$ cat src/hw/rtl/clr_pkg.sv
// Shared widths, codes and beat structures of the clipped line rasterizer.
package clr_pkg;

  localparam int COORD_W        = 12;
  localparam int RES_W          = 13;
  localparam int PITCH_W        = 16;
  localparam int BPP_W          = 6;
  localparam int OFF_W          = 28;
  localparam int COLOR_W        = 32;
  localparam int LEFT_W         = 13;
  localparam int ERR_W          = 15;
  localparam int INC_S_W        = 14;
  localparam int BYTES_W        = 3;
  localparam int PROD_X_W       = COORD_W + BYTES_W;
  localparam int MAX_RESOLUTION = 4096;
  localparam int QUEUE_DEPTH    = 2;
  localparam int QPTR_W         = $clog2(QUEUE_DEPTH);
  localparam int QCNT_W         = $clog2(QUEUE_DEPTH + 1);

  localparam logic [BPP_W-1:0] BPP_15 = BPP_W'(15);
  localparam logic [BPP_W-1:0] BPP_16 = BPP_W'(16);

  localparam logic [RES_W-1:0]   RESET_X_RES = RES_W'(1024);
  localparam logic [RES_W-1:0]   RESET_Y_RES = RES_W'(768);
  localparam logic [PITCH_W-1:0] RESET_PITCH = PITCH_W'(4096);
  localparam logic [BPP_W-1:0]   RESET_BPP   = BPP_W'(32);

  typedef enum logic [1:0] {
    REG_X_RES = 2'd0,
    REG_Y_RES = 2'd1,
    REG_PITCH = 2'd2,
    REG_BPP   = 2'd3
  } reg_index_t;

  typedef enum logic {
    MODE_LOAD = 1'b0,
    MODE_STEP = 1'b1
  } mode_t;

  typedef struct packed {
    logic [RES_W-1:0]   x_res;
    logic [RES_W-1:0]   y_res;
    logic [PITCH_W-1:0] pitch;
    logic [BPP_W-1:0]   bpp;
  } cfg_t;

  // Classified command as it travels from front to back.
  typedef struct packed {
    mode_t              mode;
    logic [COORD_W-1:0] x0;
    logic [COORD_W-1:0] y0;
    logic [COORD_W-1:0] dx;
    logic [COORD_W-1:0] dy;
    logic               y_dir;
    logic               y_major;
    logic [COLOR_W-1:0] color;
  } cmd_t;

endpackage

$ cat src/hw/rtl/clr_ifs.sv
// Channel interfaces of the clipped line rasterizer: command, pixel and config.
interface clr_cmd_if;
  logic                          valid;
  logic                          ready;
  logic                          mode;
  logic [clr_pkg::COORD_W-1:0]   x_start;
  logic [clr_pkg::COORD_W-1:0]   y_start;
  logic [clr_pkg::COORD_W-1:0]   x_end;
  logic [clr_pkg::COORD_W-1:0]   y_end;
  logic [clr_pkg::COLOR_W-1:0]   color_word;
  modport source (output valid, mode, x_start, y_start, x_end, y_end, color_word,
                  input ready);
  modport sink (input valid, mode, x_start, y_start, x_end, y_end, color_word,
                output ready);
endinterface

interface clr_pixel_if;
  logic                          valid;
  logic                          ready;
  logic [clr_pkg::COORD_W-1:0]   pixel_x;
  logic [clr_pkg::COORD_W-1:0]   pixel_y;
  logic [clr_pkg::OFF_W-1:0]     byte_offset;
  logic [clr_pkg::COLOR_W-1:0]   pixel_color;
  logic                          visible;
  logic                          last_pixel;
  modport source (output valid, pixel_x, pixel_y, byte_offset, pixel_color, visible,
                  last_pixel, input ready);
  modport sink (input valid, pixel_x, pixel_y, byte_offset, pixel_color, visible,
                last_pixel, output ready);
endinterface

interface clr_cfg_if;
  logic              valid;
  logic              ready;
  logic [1:0]        index;
  logic [31:0]       data;
  modport source (output valid, index, data, input ready);
  modport sink (input valid, index, data, output ready);
endinterface

$ cat src/hw/rtl/clr_front.sv
// Front end: orders the endpoints of a load beat and derives deltas and direction.
module clr_front (
  clr_cmd_if.sink          cmd,
  input  logic             q_full,
  output logic             q_push,
  output clr_pkg::cmd_t    q_data
);

  logic                        swap;
  logic [clr_pkg::COORD_W-1:0] xa, ya, xb, yb;
  logic                        y_dir;
  logic [clr_pkg::COORD_W-1:0] dx, dy;

  // Take a beat whenever the queue has room
  assign cmd.ready = !q_full;
  assign q_push    = cmd.valid && !q_full;

  // Put the endpoints in order of rising x
  always_comb begin
    swap  = cmd.x_start > cmd.x_end;
    xa    = swap ? cmd.x_end   : cmd.x_start;
    ya    = swap ? cmd.y_end   : cmd.y_start;
    xb    = swap ? cmd.x_start : cmd.x_end;
    yb    = swap ? cmd.y_start : cmd.y_end;
    dx    = xb - xa;
    y_dir = yb < ya;
    dy    = y_dir ? (ya - yb) : (yb - ya);
  end

  // Pack the classified command
  always_comb begin
    q_data.mode    = clr_pkg::mode_t'(cmd.mode);
    q_data.x0      = xa;
    q_data.y0      = ya;
    q_data.dx      = dx;
    q_data.dy      = dy;
    q_data.y_dir   = y_dir;
    q_data.y_major = dy > dx;
    q_data.color   = cmd.color_word;
  end

endmodule

$ cat src/hw/rtl/clr_queue.sv
// Short command queue between front and back.
module clr_queue (
  input  logic            clk,
  input  logic            rst,
  input  logic            push,
  input  clr_pkg::cmd_t   push_data,
  output logic            full,
  input  logic            pop,
  output logic            q_valid,
  output clr_pkg::cmd_t   q_data
);

  clr_pkg::cmd_t                entries [clr_pkg::QUEUE_DEPTH];
  logic [clr_pkg::QPTR_W-1:0]   wr_ptr;
  logic [clr_pkg::QPTR_W-1:0]   rd_ptr;
  logic [clr_pkg::QCNT_W-1:0]   count;

  assign full    = count == clr_pkg::QCNT_W'(clr_pkg::QUEUE_DEPTH);
  assign q_valid = count != '0;
  assign q_data  = entries[rd_ptr];

  // Store a pushed beat
  always_ff @(posedge clk) begin
    if (push) begin
      entries[wr_ptr] <= push_data;
    end
  end

  // Advance pointers and fill level
  always_ff @(posedge clk) begin
    if (rst) begin
      wr_ptr <= '0;
      rd_ptr <= '0;
      count  <= '0;
    end else begin
      if (push) begin
        wr_ptr <= (wr_ptr == clr_pkg::QPTR_W'(clr_pkg::QUEUE_DEPTH - 1)) ? '0
                                                                          : wr_ptr + 1'b1;
      end
      if (pop) begin
        rd_ptr <= (rd_ptr == clr_pkg::QPTR_W'(clr_pkg::QUEUE_DEPTH - 1)) ? '0
                                                                          : rd_ptr + 1'b1;
      end
      case ({push, pop})
        2'b10:   count <= count + 1'b1;
        2'b01:   count <= count - 1'b1;
        default: count <= count;
      endcase
    end
  end

endmodule

$ cat src/hw/rtl/clr_back.sv
// Back end: line stepping state, address products and pixel output register.
module clr_back (
  input  logic             clk,
  input  logic             rst,
  input  clr_pkg::cfg_t    cfg,
  input  logic             q_valid,
  input  clr_pkg::cmd_t    q_data,
  output logic             pop,
  clr_pixel_if.source      pixel
);

  // Line state
  logic [clr_pkg::COORD_W-1:0]        cur_x;
  logic [clr_pkg::COORD_W-1:0]        cur_y;
  logic [clr_pkg::LEFT_W-1:0]         major_left;
  logic signed [clr_pkg::ERR_W-1:0]   error_term;
  logic [clr_pkg::INC_S_W-1:0]        inc_straight;
  logic signed [clr_pkg::ERR_W-1:0]   inc_diagonal;
  logic                               y_direction;
  logic                               y_major;
  logic                               line_active;
  logic [clr_pkg::COLOR_W-1:0]        held_color;

  // Product stage
  logic                               a_valid;
  logic [clr_pkg::COORD_W-1:0]        a_x;
  logic [clr_pkg::COORD_W-1:0]        a_y;
  logic [clr_pkg::COLOR_W-1:0]        a_color;
  logic                               a_vis;
  logic                               a_last;
  logic [clr_pkg::OFF_W-1:0]          a_prod_y;
  logic [clr_pkg::PROD_X_W-1:0]       a_prod_x;

  // Output stage
  logic                               b_valid;

  logic                               a_can;
  logic                               b_can;
  logic                               do_load;
  logic                               do_emit;
  logic                               last;
  logic                               diag;
  logic [clr_pkg::COORD_W-1:0]        y_stepped;
  logic [clr_pkg::COORD_W-1:0]        major;
  logic [clr_pkg::COORD_W-1:0]        minor;
  logic [clr_pkg::BPP_W-1:0]          depth;
  logic [clr_pkg::BYTES_W-1:0]        bytes;
  logic                               vis;

  assign b_can   = !b_valid || pixel.ready;
  assign a_can   = !a_valid || b_can;
  assign pop     = q_valid && a_can;
  assign do_load = pop && (q_data.mode == clr_pkg::MODE_LOAD);
  assign do_emit = pop && (q_data.mode == clr_pkg::MODE_STEP) && line_active;

  // Decode the current pixel and the next step
  always_comb begin
    last      = major_left == '0;
    diag      = error_term > 0;
    y_stepped = y_direction ? (cur_y - 1'b1) : (cur_y + 1'b1);
    major     = q_data.y_major ? q_data.dy : q_data.dx;
    minor     = q_data.y_major ? q_data.dx : q_data.dy;
    depth     = (cfg.bpp == clr_pkg::BPP_15) ? clr_pkg::BPP_16 : cfg.bpp;
    bytes     = depth[clr_pkg::BPP_W-1 -: clr_pkg::BYTES_W];
    vis       = ({1'b0, cur_x} < cfg.x_res) && ({1'b0, cur_y} < cfg.y_res) &&
                (32'(cur_x) < clr_pkg::MAX_RESOLUTION) &&
                (32'(cur_y) < clr_pkg::MAX_RESOLUTION);
  end

  // Load a new line or advance along the major axis
  always_ff @(posedge clk) begin
    if (rst) begin
      cur_x        <= '0;
      cur_y        <= '0;
      major_left   <= '0;
      error_term   <= '0;
      inc_straight <= '0;
      inc_diagonal <= '0;
      y_direction  <= 1'b0;
      y_major      <= 1'b0;
      line_active  <= 1'b0;
      held_color   <= '0;
    end else if (do_load) begin
      cur_x        <= q_data.x0;
      cur_y        <= q_data.y0;
      major_left   <= {1'b0, major};
      error_term   <= $signed({2'b00, minor, 1'b0}) - $signed({3'b000, major});
      inc_straight <= {1'b0, minor, 1'b0};
      inc_diagonal <= $signed({2'b00, minor, 1'b0}) - $signed({2'b00, major, 1'b0});
      y_direction  <= q_data.y_dir;
      y_major      <= q_data.y_major;
      line_active  <= 1'b1;
      held_color   <= q_data.color;
    end else if (do_emit) begin
      if (last) begin
        line_active <= 1'b0;
      end else begin
        error_term <= diag ? (error_term + inc_diagonal)
                           : (error_term + $signed({1'b0, inc_straight}));
        if (y_major) begin
          cur_y <= y_stepped;
          if (diag) begin
            cur_x <= cur_x + 1'b1;
          end
        end else begin
          cur_x <= cur_x + 1'b1;
          if (diag) begin
            cur_y <= y_stepped;
          end
        end
        major_left <= major_left - 1'b1;
      end
    end
  end

  // Product stage: form the row and column parts of the address
  always_ff @(posedge clk) begin
    if (rst) begin
      a_valid <= 1'b0;
    end else if (a_can) begin
      a_valid <= do_emit;
    end
  end

  always_ff @(posedge clk) begin
    if (a_can && do_emit) begin
      a_x      <= cur_x;
      a_y      <= cur_y;
      a_color  <= held_color;
      a_vis    <= vis;
      a_last   <= last;
      a_prod_y <= cur_y * cfg.pitch;
      a_prod_x <= cur_x * bytes;
    end
  end

  // Output stage: sum the address and hold the beat until taken
  always_ff @(posedge clk) begin
    if (rst) begin
      b_valid <= 1'b0;
    end else if (b_can) begin
      b_valid <= a_valid;
    end
  end

  always_ff @(posedge clk) begin
    if (b_can && a_valid) begin
      pixel.pixel_x     <= a_x;
      pixel.pixel_y     <= a_y;
      pixel.pixel_color <= a_color;
      pixel.visible     <= a_vis;
      pixel.last_pixel  <= a_last;
      pixel.byte_offset <= a_prod_y + clr_pkg::OFF_W'(a_prod_x);
    end
  end

  assign pixel.valid = b_valid;

endmodule

$ cat src/hw/rtl/clipped_line_rasterizer.sv
// Top level of the clipped line rasterizer: config registers, front, queue and back.
// A load beat on cmd (mode 0) sets up a line and gives no pixel; each step beat
// (mode 1) of an active line gives one pixel beat, and step beats with no line
// give none. Command beats are taken one per clock while the queue has room, and pixels
// leave one per clock while the sink is ready; a pixel beat passes from the queue to the
// product register and then to the output register, and the product register is there
// for the 12x16 row multiply that has a register stage of its own.
// A two-beat queue between the front and the stepping back end lets either side
// stall alone. Config writes are taken at any time and must only be made while idle.
module clipped_line_rasterizer (
  input  logic          clk,
  input  logic          rst,
  clr_cmd_if.sink       cmd,
  clr_pixel_if.source   pixel,
  clr_cfg_if.sink       cfg
);

  clr_pkg::cfg_t  cfg_regs;
  logic           q_push;
  clr_pkg::cmd_t  q_push_data;
  logic           q_full;
  logic           q_pop;
  logic           q_valid;
  clr_pkg::cmd_t  q_data;

  assign cfg.ready = 1'b1;

  // Write configuration registers
  always_ff @(posedge clk) begin
    if (rst) begin
      cfg_regs.x_res <= clr_pkg::RESET_X_RES;
      cfg_regs.y_res <= clr_pkg::RESET_Y_RES;
      cfg_regs.pitch <= clr_pkg::RESET_PITCH;
      cfg_regs.bpp   <= clr_pkg::RESET_BPP;
    end else if (cfg.valid) begin
      case (clr_pkg::reg_index_t'(cfg.index))
        clr_pkg::REG_X_RES: cfg_regs.x_res <= cfg.data[clr_pkg::RES_W-1:0];
        clr_pkg::REG_Y_RES: cfg_regs.y_res <= cfg.data[clr_pkg::RES_W-1:0];
        clr_pkg::REG_PITCH: cfg_regs.pitch <= cfg.data[clr_pkg::PITCH_W-1:0];
        clr_pkg::REG_BPP:   cfg_regs.bpp   <= cfg.data[clr_pkg::BPP_W-1:0];
        default:            cfg_regs       <= cfg_regs;
      endcase
    end
  end

  clr_front u_front (
    .cmd    (cmd),
    .q_full (q_full),
    .q_push (q_push),
    .q_data (q_push_data)
  );

  clr_queue u_queue (
    .clk       (clk),
    .rst       (rst),
    .push      (q_push),
    .push_data (q_push_data),
    .full      (q_full),
    .pop       (q_pop),
    .q_valid   (q_valid),
    .q_data    (q_data)
  );

  clr_back u_back (
    .clk     (clk),
    .rst     (rst),
    .cfg     (cfg_regs),
    .q_valid (q_valid),
    .q_data  (q_data),
    .pop     (q_pop),
    .pixel   (pixel)
  );

endmodule

$ cat src/flat_wrapper.sv
// flat-port wrapper written by rule: the top's interface ports become plain ports
module clipped_line_rasterizer_flat 
  (clk, rst, cmd_valid, cmd_mode, cmd_x_start, cmd_y_start, cmd_x_end, cmd_y_end, cmd_color_word, cmd_ready, pixel_valid, pixel_pixel_x, pixel_pixel_y, pixel_byte_offset, pixel_pixel_color, pixel_visible, pixel_last_pixel, pixel_ready, cfg_valid, cfg_index, cfg_data, cfg_ready);
  clr_cmd_if cmd_i ();
  clr_pixel_if pixel_i ();
  clr_cfg_if cfg_i ();
  input  logic clk;
  input  logic rst;
  input wire logic [$bits(cmd_i.valid)-1:0] cmd_valid;
  input wire logic [$bits(cmd_i.mode)-1:0] cmd_mode;
  input wire logic [$bits(cmd_i.x_start)-1:0] cmd_x_start;
  input wire logic [$bits(cmd_i.y_start)-1:0] cmd_y_start;
  input wire logic [$bits(cmd_i.x_end)-1:0] cmd_x_end;
  input wire logic [$bits(cmd_i.y_end)-1:0] cmd_y_end;
  input wire logic [$bits(cmd_i.color_word)-1:0] cmd_color_word;
  output wire logic [$bits(cmd_i.ready)-1:0] cmd_ready;
  output wire logic [$bits(pixel_i.valid)-1:0] pixel_valid;
  output wire logic [$bits(pixel_i.pixel_x)-1:0] pixel_pixel_x;
  output wire logic [$bits(pixel_i.pixel_y)-1:0] pixel_pixel_y;
  output wire logic [$bits(pixel_i.byte_offset)-1:0] pixel_byte_offset;
  output wire logic [$bits(pixel_i.pixel_color)-1:0] pixel_pixel_color;
  output wire logic [$bits(pixel_i.visible)-1:0] pixel_visible;
  output wire logic [$bits(pixel_i.last_pixel)-1:0] pixel_last_pixel;
  input wire logic [$bits(pixel_i.ready)-1:0] pixel_ready;
  input wire logic [$bits(cfg_i.valid)-1:0] cfg_valid;
  input wire logic [$bits(cfg_i.index)-1:0] cfg_index;
  input wire logic [$bits(cfg_i.data)-1:0] cfg_data;
  output wire logic [$bits(cfg_i.ready)-1:0] cfg_ready;
  assign cmd_i.valid = cmd_valid;
  assign cmd_i.mode = cmd_mode;
  assign cmd_i.x_start = cmd_x_start;
  assign cmd_i.y_start = cmd_y_start;
  assign cmd_i.x_end = cmd_x_end;
  assign cmd_i.y_end = cmd_y_end;
  assign cmd_i.color_word = cmd_color_word;
  assign cmd_ready = cmd_i.ready;
  assign pixel_valid = pixel_i.valid;
  assign pixel_pixel_x = pixel_i.pixel_x;
  assign pixel_pixel_y = pixel_i.pixel_y;
  assign pixel_byte_offset = pixel_i.byte_offset;
  assign pixel_pixel_color = pixel_i.pixel_color;
  assign pixel_visible = pixel_i.visible;
  assign pixel_last_pixel = pixel_i.last_pixel;
  assign pixel_i.ready = pixel_ready;
  assign cfg_i.valid = cfg_valid;
  assign cfg_i.index = cfg_index;
  assign cfg_i.data = cfg_data;
  assign cfg_ready = cfg_i.ready;
  clipped_line_rasterizer u_core (.clk(clk), .rst(rst), .cmd(cmd_i), .pixel(pixel_i), .cfg(cfg_i));
endmodule
$ cat config.mk
export PLATFORM = sky130hd
export DESIGN_NAME = clipped_line_rasterizer_flat
export DESIGN_NICKNAME = d
export VERILOG_FILES = /design/src/hw/rtl/clr_pkg.sv /design/src/hw/rtl/clr_ifs.sv /design/src/hw/rtl/clr_front.sv /design/src/hw/rtl/clr_queue.sv /design/src/hw/rtl/clr_back.sv /design/src/hw/rtl/clipped_line_rasterizer.sv /design/src/flat_wrapper.sv
export SDC_FILE = /design/constraint.sdc
export NUM_CORES = 1
export LEC_CHECK = 0
export BUFFER_PORTS_ARGS = -buffer_cell sky130_fd_sc_hd__buf_2
export CAP_MARGIN = 30
export CORE_ASPECT_RATIO = 0.8
export CORE_UTILIZATION = 50
export DETAILED_ROUTE_END_ITERATION = 8
export GPL_TIMING_DRIVEN = 0
export PLACE_DENSITY = 0.76
export SLEW_MARGIN = 20
export SYNTH_ARGS = -nofsm -noshare
export SYNTH_HDL_FRONTEND = slang
export SYNTH_SLANG_ARGS = --single-unit
$ cat constraint.sdc
create_clock -name clk -period 6.6 [get_ports clk]
set_input_delay 0.33 -clock clk [delete_from_list [all_inputs] [get_ports clk]]
set_output_delay 0.33 -clock clk [all_outputs]
set_load 0.02 [all_outputs]
# Word level (Yosys, flattened, before mapping)
# Memory sizes are Yosys's and may differ from the RTL's. A register that Yosys moved wholly into a read port is not among the register bits.
# Cells that the tools add are included.
# op_classes
n_addsub,16
multipliers,2
magnitude_cmp,6
n_eq_ne,9
mux,36
n_bitwise,2
reduce_logical,30
# op_table
op,n
two-way mux 12 bit,21
two-way mux 15 bit,4
subtractor 12 bit,3
adder 28 x 15 -> 28 bit,1
multiplier 12 x 16 -> 28 bit,1
less-than comparator 12 x 13 -> 1 bit,2
"adder 12 x 1 -> 12 bit, second input constant",2
> comparator 12 bit,2
adder 15 x 14 -> 15 bit,1
adder 15 bit,1
"> comparator 15 x 1 -> 1 bit, second input constant",1
multiplier 12 x 3 -> 15 bit,1
AND reduction 2 bit,7
subtractor 13 x 12 -> 14 bit,1
subtractor 13 x 13 -> 14 bit,1
logical NOT 13 bit,1
"subtractor 13 x 1 -> 13 bit, second input constant",1
less-than comparator 12 bit,1
"subtractor 12 x 1 -> 12 bit, second input constant",1
two-way mux 1 bit,9
"equality test 2 bit, second input constant",4
logical AND 1 bit,8
nonzero test 2 bit,4
"equality test 6 x 4 -> 1 bit, second input constant",1
15 further kinds,22
# word_totals
register_bits,355
ramBits,166
input_bits,120
out_inout_bits,89
elab_cells,135
n_memories,1
# memory_table
memory,words,width,rd,rd_ports_with_merged_regs,write_ports,line,text
u_core.u_queue.entries,2,83,1,1,1,clr_queue.sv:13,clr_pkg::cmd_t entries [clr_pkg::QUEUE_DEPTH];

# Logic depth before layout (Yosys ltp)
# logic_depth
ltp_word,8
depth_mapped,33
mapped_depth_nobuf,27

# By module
# Synthesis repeated with hierarchy kept, for this count alone.
# unflattened
hier_cells,3081
area_unflattened_um2,32406.1
# modules_own_cells
mod,instances,cells_per_inst,area_each_um2,seq_area_each_um2
clr_back,1,2111,20998.9,7897.6
clr_queue,1,280,6189.7,5084.9
clr_front,1,504,3238.1,0.0
clipped_line_rasterizer,1,186,1979.4,960.9

# Least setup slack after synthesis
# No wires, ideal clock.
# synth_path
kind,flip-flop to flip-flop
from,register u_core.u_back.cur_y[5] (netlist bit)
to,register u_core.u_back.a_prod_y[27] (netlist bit) (data pin)
setup_ns,0.260
arrival_time_ns,5.921
required_ns,6.340
path_slack_ns,0.419
path_stages_with_launch,25
path_buffers,2
synth_period_minus_slack_ns,6.181
cell_sequence,dfxtp_1 > clkbuf_1 > clkbuf_1 > nand2_1 > fa_1 > fa_1 > inv_1 > fa_1 > fa_1 > inv_1 > fa_1 > inv_1 > ha_1 > a21o_1 > a21o_1 > a21o_1 > a21oi_1 > nor2b_1 > a21oi_1 > a211oi_1 > a41o_1 > o41a_1 > a21o_1 > a21oi_1 > xnor2_1
# synth_via
elab_chain_len,1
# synth_rtl
element,line,text
from (decl),clr_back.sv:14,logic [clr_pkg::COORD_W-1:0] cur_y;
from (signal assigned),clr_back.sv:85,cur_y <= q_data.y0;
from (signal assigned),clr_back.sv:101,cur_y <= y_stepped;
from (signal assigned),clr_back.sv:108,cur_y <= y_stepped;
multiplier 12 x 16 -> 28 bit,clr_back.sv:132,a_prod_y <= cur_y * cfg.pitch;
to (signal assigned),clr_back.sv:132,
to (decl),clr_back.sv:31,logic [clr_pkg::OFF_W-1:0] a_prod_y;
# Every way passes these cells.
# A chain may end at the register's enable or synchronous reset.

# Final worst setup path
# layout_path
from,register u_core.cfg_regs[13] (netlist bit)
to,register u_core.u_back.a_prod_y[27] (netlist bit) (data pin)
# layout_via
elab_chain_len,1
# layout_rtl
element,line,text
from (decl),clipped_line_rasterizer.sv:18,clr_pkg::cfg_t cfg_regs;
from (signal assigned),clipped_line_rasterizer.sv:41,default: cfg_regs <= cfg_regs;
multiplier 12 x 16 -> 28 bit,clr_back.sv:132,
# Every way passes these cells.

==> metrics.cfg <==
[power_and_ir_drop]
ir_worst_vdd_mv = 0.260
power_leakage_nw = 14.9
p_per_area_nw_per_um2 = 354
finalPower_mw = 12.8

[clock_tree]
cts_tree = yes
clock-sinks = 520
cts.reportedPaths.clkPinSlew_ns = 0.07
clkLatencyLatePin_ns = 0.64
cts_buffers = 52
cts_max_level = 2
ctsLongestPathBuffers = 3
cts_root_buf = sky130_fd_sc_hd__clkbuf_16

[timing]
skew_ns = 0.0463
postLayoutSetupSlackWorst_ns = 0.236
clock.fmax_mhz = 157
maxSlewHeadroom_pct = 38.8
grt_setup_unrepaired = no
setup_violations = 0
final-max-slew-violation-count = 0
worst_pin_slew_ns = 0.918
fin_crit_sh_pct = 96.4
fin_crit_ns = 6.36
fin_hold_ws_ns = 0.0295
final_hold_viol_count = 0

[routing]
wl_microns = 79000
ant_nets = 0
starting_drt_drc_count = 2272
route.vias.total = 23457
drt-wirelength-per-cell_microns = 18.7
routed_via_density = 5.56
post-route-drc-count = 0
first_pass_iters = 8

[yosys]
synthesis.area_per_instance_sq_um = 10.3
yosys_register_bits = 520
post_synth_num_cell_types = 94
synth.yosys.seq_area_share_pct = 44.3
ys_async_sr_fraction_pct = 0
synth_cells = 3054
post_synth_edffs = 353
yosysWarningCount = 0
post_synth_instance_area_sq_um = 31500
synthesized_nets = 3523
synth_top_flop_cell = sky130_fd_sc_hd__edfxtp_1

[grt]
grt_start_max_net_pins = 65
grt.overflow.total = 0
grt_antenna_before_repair = 2
number_of_global_route_vias_before_repair = 22152
groute.usage.overall_pct = 25.1
grt_first_pass_wirelength_microns = 123000

[critical_path]
critical_path.slowest_cell = sky130_fd_sc_hd__fa_1
endpoint_kind = register
critical_path_buf_inv_count = 4
worstPathArrival_ns = 6.72
path_cells = clkbuf_4 > nand2_1 > fa_1 > inv_1 > fa_1 > fa_1 > fa_1 > inv_1 > fa_1 > inv_1 > ha_2 > a21o_1 > a21o_1 > a21o_1 > a21oi_2 > nor2b_1 > a21oi_2 > a211oi_2 > a41o_1 > o41a_1 > a21o_1 > a21oi_1 > xnor2_1
cp_data_required_time_ns = 6.95
top_family_by_delay_on_critical_path = adder cells
cp_max_fo = 10
setup.worst_path.class = register to register
critPathLaunchType = register
most_used_cell_cp = sky130_fd_sc_hd__fa_1
slowest_delay_ns = 0.54

[floorplan]
core_area_sq_um = 61600
floorplan.die.height_microns = 226
die_area_sq_um = 63900
floorplan.die.width_microns = 282
io-pin-count = 209
placementRows = 81
floorplan.initialDensity_pct = 51.1

[place]
pre_cts_ws_ns = -1.31
numPortBuffers = 187
gp_routability_congestion = 0.951
placed_area_sq_um = 33700
dp.final_hpwl_microns = 60500

[finish]
finish.instance_area_sq_um = 36000
nNetsFinal = 3812
utilization_pct = 58.5
layout-drive-gt1-share_pct = 11.8
areaGrowthSynthToFinish_pct = 14.5

[worst_hold_path]
worstHoldPathType = input pin to register

[run_status]
status = finished, final reports clean

[run]
max-cap-violations = 0

-- stage by stage --
step                setup TNS (ns)  cells
global placement            -75.91   4071
finish                           0   4218
global route                     0   4218
detailed placement           -5.07   4080
floorplan                        0   3054
CTS                              0   4220
-- state kept, by name (all words and copies together), names as in the netlist, 13 cells and up, named ones only --
name                             cells
u_core.cfg_regs                     48
u_core.u_back.a_color               32
u_core.u_back.a_prod_x              15
u_core.u_back.a_prod_y              28
u_core.u_back.error_term            15
u_core.u_back.held_color            32
u_core.u_back.inc_diagonal          13
u_core.u_back.major_left            13
u_core.u_back.pixel.byte_offset     28
u_core.u_back.pixel.pixel_color     32
u_core.u_queue.entries             166
-- routing by layer --
metal / wire length [microns] / GRT usage [%] / up-vias
met4: 2100 / 7.50 / 2
met5: 13 / 0 / -
li1: - / - / 11105
met2: 33900 / 37.2 / 916
met1: 35700 / 37.0 / 11315
met3: 7200 / 5.08 / 119
-- cell families after synthesis --
family / share of synthesized area (%)
mux: 4.03
fa+ha+maj: 17.9
flops: 44.3
compound gates: 11.8
other cells: 0.0119
buf+inv: 5.42
simple gates: 13.2
xor+xnor: 3.40
-- final timing paths --
| path | start | end | slack [ns] | depth (start not counted) |
|---|---|---|---|---|
| min | cfg_data[8] | u_core.cfg_regs[14] | 0.03 | 3 |
| max reg2reg | u_core.cfg_regs[13] | u_core.u_back.a_prod_y[27] | 0.24 | 23 |
| min reg2reg | u_core.u_back.a_color[17] | u_core.u_back.pixel.pixel_color[17] | 0.42 | 0 |
| max | u_core.cfg_regs[13] | u_core.u_back.a_prod_y[27] | 0.24 | 23 |
-- cell usage after synthesis, types with 14 or more instances --
cell	instances	area share, %
sky130_fd_sc_hd__a211oi_1	85	2.0
sky130_fd_sc_hd__a21o_1	39	0.93
sky130_fd_sc_hd__o21ai_0	108	1.7
sky130_fd_sc_hd__clkbuf_1	114	1.4
sky130_fd_sc_hd__nand2b_1	30	0.60
sky130_fd_sc_hd__nor2_1	217	2.6
sky130_fd_sc_hd__a21oi_1	187	3.0
sky130_fd_sc_hd__nand4_1	18	0.36
sky130_fd_sc_hd__ha_1	193	7.7
sky130_fd_sc_hd__nand2_1	402	4.8
sky130_fd_sc_hd__dfxtp_1	167	11
sky130_fd_sc_hd__nor3_1	38	0.60
sky130_fd_sc_hd__nand3_1	28	0.45
sky130_fd_sc_hd__buf_1	14	0.17
sky130_fd_sc_hd__mux2i_1	94	3.0
sky130_fd_sc_hd__nor2b_1	52	1.0
sky130_fd_sc_hd__mux2_2	29	1.0
sky130_fd_sc_hd__fa_1	156	9.9
sky130_fd_sc_hd__xnor2_1	85	2.4
sky130_fd_sc_hd__and2_1	72	1.4
sky130_fd_sc_hd__edfxtp_1	353	34
sky130_fd_sc_hd__xor2_1	37	1.0
sky130_fd_sc_hd__inv_1	301	3.6
-- worst min-delay path, stage by stage --
cell                      delay [ns]
sky130_fd_sc_hd__buf_2          0.15
sky130_fd_sc_hd__nand2_1        0.07
sky130_fd_sc_hd__a21oi_1        0.05
-- cell type report --
class | instances | area, sq um
clock inverter | 29 | 357
clock buffer | 69 | 1440
tap | 830 | 1040
antenna | 1 | 2.50
buffer | 132 | 614
sequential | 520 | 14000
multi-input combinational | 2090 | 15900
timing repair buffer | 243 | 1610
inverter | 304 | 1150
fill | 5114 | 25600
-- report_power, final --
part,leakage (nW),internal (mW),switching (mW)
combinational,9.43,1.95,3.15
clock,0.858,1.75,1.33
sequential,4.63,4.16,0.410
-- cell usage in the layout (no fill, tap or decap), types with 9 or more instances in the layout --
cell / count
sky130_fd_sc_hd__inv_1: 300
sky130_fd_sc_hd__o21a_1: 13
sky130_fd_sc_hd__nand3_1: 28
sky130_fd_sc_hd__a31oi_1: 10
sky130_fd_sc_hd__mux2i_1: 94
sky130_fd_sc_hd__a211oi_1: 84
sky130_fd_sc_hd__o211ai_1: 9
sky130_fd_sc_hd__edfxtp_1: 353
sky130_fd_sc_hd__ha_1: 192
sky130_fd_sc_hd__dlygate4sd3_1: 44
sky130_fd_sc_hd__clkbuf_1: 91
sky130_fd_sc_hd__xor2_1: 37
sky130_fd_sc_hd__nor4_1: 9
sky130_fd_sc_hd__dfxtp_1: 157
sky130_fd_sc_hd__o21bai_1: 13
sky130_fd_sc_hd__a21o_1: 39
sky130_fd_sc_hd__nor2b_1: 51
sky130_fd_sc_hd__clkbuf_16: 52
sky130_fd_sc_hd__buf_2: 196
sky130_fd_sc_hd__nor2_1: 216
sky130_fd_sc_hd__buf_1: 13
sky130_fd_sc_hd__clkbuf_2: 14
sky130_fd_sc_hd__clkbuf_8: 10
sky130_fd_sc_hd__xnor2_1: 83
sky130_fd_sc_hd__a21boi_0: 12
sky130_fd_sc_hd__nand4_1: 18
sky130_fd_sc_hd__nand2_1: 402
sky130_fd_sc_hd__or3_1: 10
sky130_fd_sc_hd__o21ai_0: 108
sky130_fd_sc_hd__a21oi_1: 185
sky130_fd_sc_hd__and2_1: 72
sky130_fd_sc_hd__mux2_2: 29
sky130_fd_sc_hd__fa_1: 156
sky130_fd_sc_hd__nor3_1: 38
sky130_fd_sc_hd__nand2b_1: 30
-- repair_timing --
item	CTS	global route
endpoints found under the setup margin	9	6
hold buffers	44	0
setup buffers	1	2
hold endpoints to repair	84	0
pin swaps	1	0
resized for setup	38	49
No activity file was read; power rests on OpenSTA's default activity.
